**src/hw/rtl/skvt_pkg.sv**
```systemverilog
// Shared constants and types for the sorted key/value table.
package skvt_pkg;

  localparam int unsigned Capacity  = 64;
  localparam int unsigned KeyBits   = 32;
  localparam int unsigned ValueBits = 32;
  localparam int unsigned CntW      = $clog2(Capacity + 1);
  localparam int unsigned PosW      = 7;

  typedef enum logic [1:0] {
    ACT_FIND   = 2'd0,
    ACT_ADD    = 2'd1,
    ACT_REMOVE = 2'd2
  } action_e;

  typedef enum logic {
    ST_IDLE   = 1'b0,
    ST_UPDATE = 1'b1
  } state_e;

  // Broadcast from the controller to every cell in the update cycle.
  typedef struct packed {
    logic                 ins;
    logic                 rem;
    logic                 upd;
    logic [KeyBits-1:0]   key;
    logic [ValueBits-1:0] value;
  } cell_ctl_t;

  // Compare flags a cell reports back to the controller.
  typedef struct packed {
    logic lt;
    logic bnd;
    logic hit;
  } cell_stat_t;

endpackage

```
**src/hw/rtl/skvt_cell.sv**
```systemverilog
// One entry of the table: key, value and compare flags, with neighbor shift paths.
module skvt_cell (
  input  logic                          clk_i,
  input  logic                          rst_ni,
  input  logic [skvt_pkg::CntW-1:0]     idx_i,
  input  logic [skvt_pkg::CntW-1:0]     count_i,
  input  logic                          cmp_en_i,
  input  logic [skvt_pkg::KeyBits-1:0]  cmp_key_i,
  input  skvt_pkg::cell_ctl_t           ctl_i,
  input  logic                          prev_lt_i,
  input  logic [skvt_pkg::KeyBits-1:0]  left_key_i,
  input  logic [skvt_pkg::ValueBits-1:0] left_val_i,
  input  logic [skvt_pkg::KeyBits-1:0]  right_key_i,
  input  logic [skvt_pkg::ValueBits-1:0] right_val_i,
  output logic [skvt_pkg::KeyBits-1:0]  key_o,
  output logic [skvt_pkg::ValueBits-1:0] val_o,
  output skvt_pkg::cell_stat_t          stat_o
);
  import skvt_pkg::*;

  logic [KeyBits-1:0]   key_q, key_d;
  logic [ValueBits-1:0] val_q, val_d;
  logic                 lt_q, lt_d;
  logic                 eq_q, eq_d;
  logic                 occ;
  logic                 bnd;

  assign occ = (idx_i < count_i);
  assign lt_d = occ && (key_q < cmp_key_i);
  assign eq_d = occ && (key_q == cmp_key_i);

  // First cell whose key is not below the search key.
  assign bnd = prev_lt_i & ~lt_q;

  always_comb begin
    key_d = key_q;
    val_d = val_q;
    if (ctl_i.ins) begin
      if (!prev_lt_i) begin
        key_d = left_key_i;
        val_d = left_val_i;
      end else if (bnd) begin
        key_d = ctl_i.key;
        val_d = ctl_i.value;
      end
    end else if (ctl_i.rem) begin
      if (!lt_q) begin
        key_d = right_key_i;
        val_d = right_val_i;
      end
    end else if (ctl_i.upd) begin
      if (bnd && eq_q) begin
        val_d = ctl_i.value;
      end
    end
  end

  always_ff @(posedge clk_i) begin
    key_q <= key_d;
    val_q <= val_d;
  end

  always_ff @(posedge clk_i or negedge rst_ni) begin
    if (!rst_ni) begin
      lt_q <= 1'b0;
      eq_q <= 1'b0;
    end else if (cmp_en_i) begin
      lt_q <= lt_d;
      eq_q <= eq_d;
    end
  end

  assign key_o      = key_q;
  assign val_o      = val_q;
  assign stat_o.lt  = lt_q;
  assign stat_o.bnd = bnd;
  assign stat_o.hit = bnd & eq_q;

endmodule

```
**config.mk**
```make
export PLATFORM = sky130hd
export DESIGN_NAME = skvt_cell
export DESIGN_NICKNAME = d
export VERILOG_FILES = /design/src/hw/rtl/skvt_pkg.sv /design/src/hw/rtl/skvt_cell.sv
export SDC_FILE = /design/constraint.sdc
export NUM_CORES = 1
export LEC_CHECK = 0
export BUFFER_PORTS_ARGS = -buffer_cell sky130_fd_sc_hd__buf_2
export CAP_MARGIN = 20
export CORE_AREA = 2 2 121 123
export CTS_CLUSTER_SIZE = 30
export DETAILED_ROUTE_END_ITERATION = 12
export DIE_AREA = 0 0 123 125
export PLACE_DENSITY = 0.67
export SETUP_SLACK_MARGIN = 0.15
export SYNTH_ARGS = -nofsm -noshare
export SYNTH_HDL_FRONTEND = slang
export SYNTH_SLANG_ARGS = --single-unit
```
**constraint.sdc**
```tcl
create_clock -name clk_i -period 2.58 [get_ports clk_i]
set_input_delay 0 -clock clk_i [delete_from_list [all_inputs] [get_ports clk_i]]
set_output_delay 0 -clock clk_i [all_outputs]
set_load 0.01 [all_outputs]
```
; Word-level counts from Yosys, hierarchy flattened
; Index checks and enable logic that the tools add are counted.
; W data, S select, Z words.
[word_totals]
register_bits = 66
inputBits = 245
out_inout_bits = 67
[classes]
n_eq_ne = 4
bitwise = 3
n_reduce_logical = 8
order_cmp = 2
mux = 12
[ops]
columns = cell, count
row1 = $mux W32, 12
row2 = $eq A32 B32 Y1, 1
row3 = $lt A32 B32 Y1, 1
row4 = $lt A7 B7 Y1, 1
row5 = $reduce_bool A3 Y1, 2
row6 = $reduce_and A4 Y1, 1
row7 = $logic_and A1 B1 Y1, 3
row8 = $ne A3 B2 Y1 const B, 1
row9 = $ne A3 B3 Y1 const B, 1
row10 = $reduce_and A3 Y1, 1
row11 = $and A1 B1 Y1, 2
row12 = $ne A2 B2 Y1 const B, 1
row13 = $reduce_bool A2 Y1, 1
row14 = $not A1 Y1, 1

; Depth between registers and ports, before layout
; Gate-level depths: netlist of the first run.
[depth]
ltp_word = 7
depth_mapped = 7
depth_no_buf = 7

; Worst setup path before layout of the first run
; Ideal clock, no wire load.
[synth_timing]
path_kind = register to register
startpoint = reg lt_q
endpoint = reg val_q[0], in the netlist val_o[0], enable pin
n_path_buf = 0
arrival_ns = 1.928
path_stages_with_launch = 4
synth_period_minus_slack_ns = 2.304
setup_slack_ns = 0.276
path_cell_list = dfrtp_1 -> inv_1 -> a22o_1 -> a31o_2
[synth_between]
elab_chain_len = 5
word_cells_on_any_way = 7
[synth_lines]
columns = element, line_no
row1 = from (decl), skvt_cell.sv:23  ; logic lt_q, lt_d;
row2 = from (signal assigned), skvt_cell.sv:68  ; lt_q <= lt_d;
row3 = $not A1 Y1, skvt_cell.sv:33  ; assign bnd = prev_lt_i & ~lt_q;
row4 = $and A1 B1 Y1, skvt_cell.sv:33
row5 = $logic_and A1 B1 Y1, skvt_cell.sv:52  ; if (bnd && eq_q) begin
row6 = $reduce_bool A3 Y1 (no line), n/a
row7 = $reduce_and A4 Y1 (no line) (*), n/a
row8 = to (signal assigned), skvt_cell.sv:60  ; val_q <= val_d;
row9 = to (decl), skvt_cell.sv:22  ; logic [ValueBits-1:0] val_q, val_d;
; Every way passes the cells marked *; elsewhere a longest branch is shown, timed or not.
; A chain may end at the register's enable or synchronous reset.

; Final worst setup path of the first run
[layout_timing]
startpoint = reg key_q[30], in the netlist key_o[30]
endpoint = reg lt_q
[layout_between]
elab_chain_len = 2
[layout_lines]
columns = element, line_no
row1 = from (decl), skvt_cell.sv:21  ; logic [KeyBits-1:0] key_q, key_d;
row2 = from (signal assigned), skvt_cell.sv:59  ; key_q <= key_d;
row3 = $lt A32 B32 Y1, skvt_cell.sv:29  ; assign lt_d = occ && (key_q < cmp_key_i);
row4 = $logic_and A1 B1 Y1, skvt_cell.sv:29
; Every way passes these cells.

==> qor.yml, run 1 <==
run_status: "completed"
postRouteAntennaNets: 0
dr_total_vias: 4466
number_of_global_route_vias_before_repair: 4337
hpwlAfterDp_mm: 11.6
drt_first_iter_violations: 134
die_h_microns: 125
pin_count_of_the_biggest_net_entering_global_routing: 71
final-setup-viol-count: 0
floorplan.initialDensity: 0.329
crit_path_max_incr_delay_ns: 0.40
clockBufferDepth: 2
first_pass_grt_wire_length_mm: 21.2
timing.final.crit_share: 0.746
synthesis.area_sq_um: 4680
cts-resized-gates: 0
final.fill_count: 1429
syn-num-nets: 743
cp_slowest_cell: "edfxtp_1"
wire_per_inst_microns: 14.6
fin_worst_hold_slack_ns: 0.00994
synth_top_cell_area_share: 0.411
final_core_util: 0.477
post-route-min-period_ns: 1.93
hp-class: "primary input to flop"
crit_required_ns: 2.78
max_slew.worst_pin.slew_ns: 0.649
drc: 0
critical_path_peak_fanout: 2
leakagePower_uw: 0.00340
ir_drop_uv: 266
power.density_cell_area_nw_per_um2: 523
dominantRegCellSynth: "edfxtp_1"
grt.overflow.total: 0
n_antenna_cell: 0
area_of_the_core_sq_um: 14200
gpl.final_weighted_congestion: 0.790
final_nets: 1053
critPathArrivalTime_ns: 2.12
synth_top_cell_by_area: "edfxtp_1"
worst_setup_path_start_kind: "flop"
track_usage: 0.179
antenna_found_initial: 0
hold_path_depth: 3
final-hold-violation-count: 0
buffer_ports.inserted: 311
clk-insertion-delay-late_ns: 0.32
timing_worst_setup_path_type: "flop to flop"
number_of_flops_mapped_to_enable_cells_by_yosys: 64
yosysSeqAreaShare: 0.422
postSynthRegisterBits: 66
dieArea_sq_um: 15400
timing.critical_path.cells: "ha_1, and4_1, nand4_1, nor4_2, o31a_1, o22ai_2"
worst_setup_path_end_kind: "flop"
drtPass1Iterations: 4
timing.fmax_ghz: 0.519
core.rowCount: 44
ff_latch_area_sq_um: 1970
areaGrowthSynthToFinish_pct: 44.9
postSynthCellCount: 460
worst_slew_margin_relative_to_its_limit: 0.567
tritoncts_clock_tree: "built"
cts_sinks: 66
synth_warnings: 0
avgSynthCellArea_sq_um: 10.2
asyncSetResetFlopFracSynth: 0.0303
setup_tns_ns: 0
detail_route.vias_per_cell: 4.66
yosysUniqueCellTypes: 34
timing.clock.skew_ns: 0.00459
slew_violations: 0
io_pins: 312
total_wirelength_of_the_detailed_routed_design_mm: 14.0
drv_cap: 0
multiInputGateArea_sq_um: 2400
h_tree_lvl_count: 3
rsz0062_at_grt: "no"
worst-r2r-cell-count: 6
ctsRootBufferMaster: "clkbuf_16"
synth_top_cells_by_area: "edfxtp_1 41%, mux2i_1 14%, ha_1 10%, a21oi_1 7.8%, a211oi_1 5.1%"
die_x_microns: 123
cts_buffers: 9
cts.reportedPaths.clkPinSlew_ns: 0.06
final_layout_size_suffix_gt1_frac: 0.439
## cell type report
| class | instances | share of cell area |
|---|---|---|
| tap | 184 | 0.0340 |
| clock inverter | 6 | 0.00997 |
| sequential | 66 | 0.291 |
| inverter | 41 | 0.0227 |
| clock buffer | 10 | 0.0338 |
| multi-input combinational | 323 | 0.354 |
| timing repair buffer | 329 | 0.254 |
## Yosys cell counts (all sizes together) (3+ instances only)
| cell type | n |
|---|---|
| a211oi | 32 |
| a21o | 5 |
| a21oi | 74 |
| a221o | 3 |
| buf | 17 |
| clkbuf | 13 |
| edfxtp | 64 |
| ha | 38 |
| inv | 41 |
| mux2i | 64 |
| nand2 | 8 |
| nand3 | 3 |
| nand4 | 5 |
| nor2 | 34 |
| nor2b | 35 |
| o21ai | 4 |
## per-layer routing
layer  wire length, microns  GRT usage  share of wire  vias to the layer above
met5                      0          0              0                        -
met4                    112     0.0394         0.0080                        0
met3                   1160     0.0529          0.082                        9
met2                   7420      0.341           0.53                      176
met1                   5350      0.191           0.38                     1958
li1                       -          -              -                     2323
## path summary, 6_finish.rpt
kind                                 start        end  slack, ns
max in group asynchronous           rst_ni       eq_q       2.47
max reg2reg                      key_o[30]       lt_q       0.65
max                              key_o[30]       lt_q       0.65
min in group asynchronous           rst_ni       lt_q       0.02
min reg2reg                           eq_q       eq_q       0.57
min                        right_key_i[22]  key_o[22]       0.01
## cells by family (layout without fill, tap and decap cells)
group	Yosys count	count (layout)	synth area share
compound gates	128	128	0.170
fa+ha+maj	38	38	0.102
buf+inv	71	386	0.0653
flops	66	66	0.422
mux	64	64	0.137
simple gates	93	93	0.105
## critical path, delay by kind of cell (launching register included)
kind                       cells  cell delay [ns]
AOI/OAI and AO/OA              2             0.29
adders and majority gates      1             0.31
and+or+nand+nor                3             0.81
DFF                            1             0.40
## where the power goes
group	internal [uW]	switching, uW	leakage (uW)
registers	1350	49.9	0.000657
logic	435	493	0.00260
clock network	750	462	0.000139
total	2540	1010	0.00340
## metrics by stage
stage | cells | power [uW] | setup slack, ns | cell area [sq um]
CTS | 959 | 3600 | 0.580 | 6780
floorplan | 460 | 1920 | 0.276 | 4680
global placement | 932 | 2350 | 0.683 | 6370
detailed placement | 932 | 2360 | 0.595 | 6370
finish | 959 | 3540 | 0.655 | 6780
global route | 959 | 3760 | 0.497 | 6780
## repair_timing
item	4_1_cts	5_1_grt
hold buffers	11	0
hold endpoints to repair	13	0
buffers inserted	0	0
## state kept, by name, summed over array words and instances (netlist names)
| signal | count |
|---|---|
| val_o | 32 |
| eq_q | 1 |
| lt_q | 1 |
| key_o | 32 |
## placed cells by master, fill, tap and decap left out, types with 2 or more instances in the layout
cell / instances
dfrtp_1: 2
mux2i_1: 64
and2_1: 2
buf_2: 309
ha_1: 38
buf_4: 9
a21o_1: 5
o21ai_0: 4
a21oi_1: 73
nor2b_1: 35
nor2_1: 34
and4_1: 2
clkbuf_16: 9
dlygate4sd3_1: 11
clkinv_4: 2
edfxtp_1: 64
nand2_1: 8
nand3_1: 3
a211oi_1: 32
clkinvlp_4: 2
nor4_2: 2
nand4_1: 5
inv_1: 41
o211ai_1: 2
a221o_1: 3
No activity file was read; power rests on OpenSTA's default activity.
==> run 2: changes to the inputs <==
==> constraint.sdc (replaced) <==
create_clock -name clk_i -period 2 [get_ports clk_i]
set_input_delay 0 -clock clk_i [delete_from_list [all_inputs] [get_ports clk_i]]
set_output_delay 0 -clock clk_i [all_outputs]
set_load 0.01 [all_outputs]
==> qor.yml, run 2 (same netlist as run 1, synthesis figures left out) <==
track_usage: 0.181  # +0.00228
critical_path_peak_fanout: 2  # unchanged
antenna_found_initial: 0  # unchanged
wire_per_inst_microns: 14.6  # -0.17%
pin_count_of_the_biggest_net_entering_global_routing: 129  # +82%
max_slew.worst_pin.slew_ns: 0.583  # -0.0658 ns
die_h_microns: 125  # unchanged
critPathArrivalTime_ns: 1.99  # -0.13 ns
n_antenna_cell: 0  # unchanged
timing.critical_path.cells: "ha_1, and4_4, nand4_1, nor4_4, o31a_1, o22ai_2"
cts_sinks: 66  # unchanged
io_pins: 312  # unchanged
dr_total_vias: 4515  # +1.1%
crit_path_max_incr_delay_ns: 0.40  # about the same
drc: 0  # unchanged
final-hold-violation-count: 0  # unchanged
die_x_microns: 123  # unchanged
final-setup-viol-count: 0  # unchanged
buffer_ports.inserted: 311  # unchanged
core.rowCount: 44  # unchanged
finalPower_uw: 4840  # +37%
worst_setup_path_start_kind: "flop"
cts.reportedPaths.clkPinSlew_ns: 0.06  # about the same
rsz0062_at_grt: "yes"
drtPass1Iterations: 4  # unchanged
worst-r2r-cell-count: 6  # unchanged
postRouteAntennaNets: 0  # unchanged
drt_first_iter_violations: 128  # -4.5%
hold_path_depth: 3  # unchanged
floorplan.initialDensity: 0.329  # unchanged
cp_slowest_cell: "edfxtp_1"
setup_tns_ns: 0  # unchanged
number_of_global_route_vias_before_repair: 4461  # +2.9%
layoutNonFillerInstCount: 957  # -0.21%
worst_slew_margin_relative_to_its_limit: 0.611  # +0.0439
setup.worst_path.end: "lt_q"
area_of_the_core_sq_um: 14200  # unchanged
areaGrowthSynthToFinish_pct: 46.9
run_status: "completed"
drv_cap: 0  # unchanged
grt.overflow.total: 0  # unchanged
crit_required_ns: 2.20  # -0.58 ns
fin_worst_hold_slack_ns: 0.0142  # +0.00425 ns
detail_route.vias_per_cell: 4.72  # +1.3%
cts_buffers: 9  # unchanged
mostFrequentLayoutCell: "buf_2"
place_worst_setup_slack_ns: 0.0442  # -0.551 ns
h_tree_lvl_count: 3  # unchanged
final_layout_size_suffix_gt1_frac: 0.442  # +0.00372
power.density_cell_area_nw_per_um2: 705  # +35%
gpl.final_weighted_congestion: 0.792  # +0.20%
r2r_slack_ns: 0.21  # -0.44 ns
worst_setup_path_end_kind: "flop"
first_pass_grt_wire_length_mm: 21.6  # +1.9%
hp-start: "right_key_i[21]"
hpwlAfterDp_mm: 11.3  # -2.6%
ir_drop_uv: 336  # +26%
final_nets: 1051  # -0.19%
leakagePower_uw: 0.00343  # +1.1%
timing.fmax_ghz: 0.559  # +7.6%
dieArea_sq_um: 15400  # unchanged
post-place-cells: 930  # -0.21%
commonest_non_fill_non_tap_cells_in_the_layout: "309 x buf_2, 72 x a21oi_1, 64 x mux2i_1, 64 x edfxtp_1, 41 x inv_1"
postLayoutSetupSlackWorst_ns: 0.210  # -0.445 ns
slew_violations: 0  # unchanged
worst_r2r_endpoint: "lt_q"
tritoncts_clock_tree: "built"
hp-class: "primary input to flop"
clk-insertion-delay-late_ns: 0.32  # about the same
reg2reg_launch_point: "key_o[30]"
timing_worst_setup_path_type: "flop to flop"
timing.clock.skew_ns: 0.00522  # +0.000627 ns
ctsRootBufferMaster: "clkbuf_16"
post-route-min-period_ns: 1.79  # -0.135 ns
clockBufferDepth: 2  # unchanged
timing.final.crit_share: 0.895  # +0.149
setup.worst_path.start: "key_o[30]"
total_wirelength_of_the_detailed_routed_design_mm: 14.0  # -0.38%
run 2: changes by cell type in the layout (fill, tap and decap cells not counted), sizes merged:
cell         before  now
buf             318  317
bufinv            1    3
clkinv            3    2
clkinvlp          2    1
dlygate4sd3      11   10
run 2: how the worst min path moves through the flow:
stage | to | slack (ns)
CTS | lt_q | 0.002
global route | lt_q | 0.01
finish | key_o[21] | 0.01
detailed placement | lt_q | -0.21
global placement | lt_q | -0.21
floorplan | eq_q | -0.30
run 2: power by group:
group | total (uW) | internal (uW) | switching [uW]
clock | 1810 | 1220 | 592
combinational | 1210 | 570 | 643
sequential | 1810 | 1750 | 66.6
run 2: repair_timing:
item | in CTS | in global routing
hold buffers | 10 | 0
pin swaps | 3 | 1
gates resized for setup | 2 | 2
hold endpoints to repair | 12 | 0
endpoints found under the setup margin | 2 | 2
setup buffers | 0 | 1
run 2: metal layers:
metal / global-route usage / up-vias / routed length, microns
li1: - / 2313 / -
met1: 0.198 / 1995 / 5390
met2: 0.338 / 189 / 7140
met3: 0.0497 / 18 / 1220
met4: 0.0501 / 0 / 240
met5: 0 / - / 0
run 2: per-stage QoR:
step / instance area [sq um] / util
5_1_grt: 6870 / 0.484
3_5_place_dp: 6390 / 0.450
2_1_floorplan: 4690 / -
3_3_place_gp: 6390 / 0.450
4_1_cts: 6860 / 0.483
6_report: 6870 / 0.484
run 2: critical path, delay by kind of cell (launching register included):
kind	cells	cell delay, ns
AND/OR/NAND/NOR	3	0.68
flip-flops	1	0.40
adder cells (fa/ha/maj)	1	0.32
AO/OA/AOI/OAI	2	0.27
run 2: final cells by class:
class | count | area (sq um)
fillers | 1438 | 7330
multi-input cells | 323 | 2440
flip-flops and latches | 66 | 1970
repair buffers | 327 | 1730
well taps | 184 | 230
clock buffers | 10 | 229
inverters | 41 | 154
clock inverters | 6 | 115
==> run 3: changes to the inputs <==
--- a/config.mk
+++ b/config.mk
@@ -12,6 +12,7 @@
 export DETAILED_ROUTE_END_ITERATION = 12
 export DIE_AREA = 0 0 123 125
 export PLACE_DENSITY = 0.67
+export RECOVER_POWER = 25
 export SETUP_SLACK_MARGIN = 0.15
 export SYNTH_ARGS = -nofsm -noshare
 export SYNTH_HDL_FRONTEND = slang
==> qor.yml, run 3 (same netlist as run 1, synthesis figures left out) <==
run_status: "completed"
n_antenna_cell: 0  # unchanged
critPathTopFamily: "simple AND/OR/NAND/NOR gates"
die_x_microns: 123  # unchanged
die_h_microns: 125  # unchanged
drtPass1Iterations: 4  # unchanged
timing.final.crit_share: 0.896  # about the same
ff_latch_area_sq_um: 1970  # unchanged
detail_route.vias_per_cell: 4.70  # -0.33%
crit_required_ns: 2.20  # about the same
ir_drop_uv: 336  # about the same
worst_setup_path_start_kind: "flop"
number_of_global_route_vias_before_repair: 4461  # unchanged
multiInputGateArea_sq_um: 2440  # unchanged
antenna_found_initial: 0  # unchanged
h_tree_lvl_count: 3  # unchanged
rsz0062_at_grt: "yes"
drc: 0  # unchanged
grt.overflow.total: 0  # unchanged
final-setup-viol-count: 0  # unchanged
clk-insertion-delay-late_ns: 0.32  # about the same
worst_slew_margin_relative_to_its_limit: 0.141  # -0.470
worst_setup_path_end_kind: "flop"
cts_sinks: 66  # unchanged
cts.reportedPaths.clkPinSlew_ns: 0.06  # about the same
area_of_the_core_sq_um: 14200  # unchanged
drt_first_iter_violations: 128  # unchanged
fin_worst_hold_slack_ns: 0.0170  # +0.00285 ns
hpwlAfterDp_mm: 11.3  # unchanged
buffer_ports.inserted: 311  # unchanged
final-hold-violation-count: 0  # unchanged
worst-path-buf-inv: 0  # unchanged
mostFrequentLayoutCell: "buf_2"
ctsRootBufferMaster: "clkbuf_16"
slew_violations: 0  # unchanged
setup_tns_ns: 0  # unchanged
clockBufferDepth: 2  # unchanged
timing.critical_path.cells: "ha_1, and4_4, nand4_1, nor4_4, o31a_1, o22ai_2"
fin_area_sq_um: 6810  # -0.89%
crit_path_max_incr_delay_ns: 0.40  # about the same
track_usage: 0.181  # unchanged
pin_count_of_the_biggest_net_entering_global_routing: 129  # unchanged
tritoncts_clock_tree: "built"
gpl.final_weighted_congestion: 0.792  # unchanged
critPathArrivalTime_ns: 1.99  # about the same
dieArea_sq_um: 15400  # unchanged
io_pins: 312  # unchanged
cts_buffers: 9  # unchanged
cp_slowest_cell: "edfxtp_1"
final.fill_count: 1450  # +0.83%
timing_worst_setup_path_type: "flop to flop"
final_layout_size_suffix_gt1_frac: 0.395  # -0.0479
critical_path_peak_fanout: 2  # unchanged
drv_cap: 0  # unchanged
power.density_cell_area_nw_per_um2: 707  # +0.34%
total_wirelength_of_the_detailed_routed_design_mm: 14.0  # -0.19%
final_nets: 1051  # unchanged
areaGrowthSynthToFinish_pct: 45.6
timing.fmax_ghz: 0.558  # about the same
leakagePower_uw: 0.00333  # -3.0%
detailed_place.area_sq_um: 6390  # unchanged
hp-class: "primary input to flop"
postRouteAntennaNets: 0  # unchanged
post-route-min-period_ns: 1.79  # +0.00127 ns
commonest_non_fill_non_tap_cells_in_the_layout: "273 x buf_2, 72 x a21oi_1, 64 x mux2i_1, 64 x edfxtp_1, 41 x inv_1"
core.rowCount: 44  # unchanged
dr_total_vias: 4500  # -0.33%
floorplan.initialDensity: 0.329  # unchanged
timing.clock.skew_ns: 0.00547  # +0.000249 ns
max_slew.worst_pin.slew_ns: 1.29  # +0.705 ns
first_pass_grt_wire_length_mm: 21.6  # unchanged
wire_per_inst_microns: 14.6  # -0.19%
## run 3: cell types whose count changed in the layout (fill, tap and decap cells not counted), sizes merged
| cell | before | now |
|---|---|---|
| buf | 317 | 279 |
| clkbuf | 10 | 48 |
## run 3: layout make-up
| cell class | count | share of cell area |
|---|---|---|
| inverters | 41 | 0.0226 |
| clock inverters | 6 | 0.0169 |
| clock buffers | 10 | 0.0336 |
| multi-input cells | 323 | 0.358 |
| flip-flops and latches | 66 | 0.290 |
| repair buffers | 327 | 0.245 |
| well taps | 184 | 0.0338 |
## run 3: worst register-to-register path: stages, from the launching register on
cell,delay [ns]
edfxtp_1,0.40
ha_1,0.32
and4_4,0.24
nand4_1,0.20
nor4_4,0.24
o31a_1,0.20
o22ai_2,0.07
## run 3: power by group
part / internal, uW / switching [uW]
registers: 1750 / 70.3
clock network: 1220 / 589
logic: 543 / 641
total: 3510 / 1300
## run 3: worst paths after layout
| kind | slack (ns) | cells after the start | start | end |
|---|---|---|---|---|
| min in group asynchronous | 0.03 | 2 | rst_ni | lt_q |
| max reg2reg | 0.21 | 6 | key_o[30] | lt_q |
| max | 0.21 | 6 | key_o[30] | lt_q |
| min reg2reg | 0.60 | 2 | eq_q | eq_q |
| max in group asynchronous | 1.85 | 2 | rst_ni | eq_q |
| min | 0.02 | 3 | right_key_i[21] | key_o[21] |
## run 3: layer usage
layer / global-route usage / wire length (microns)
met5: 0 / 0
met4: 0.0501 / 240
met3: 0.0497 / 1290
met2: 0.338 / 7140
met1: 0.198 / 5300
## run 3: timing repair
item,4_1_cts,5_1_grt
hold buffers,10,0
endpoints found under the hold margin,12,0
buffers inserted,0,1
pin swaps,3,1
gates resized for setup,2,2
cloned,0,0
endpoints found under the setup margin,2,2
## run 3: stage by stage
step | total power (uW) | util | instances | worst slack [ns]
CTS | 4910 | 0.483 | 956 | 0.170
floorplan | 2480 | - | 460 | 0.250
global route | 5100 | 0.479 | 957 | 0.0944
detailed placement | 3050 | 0.450 | 930 | 0.0442
finish | 4810 | 0.479 | 957 | 0.209
global placement | 3030 | 0.450 | 930 | 0.120
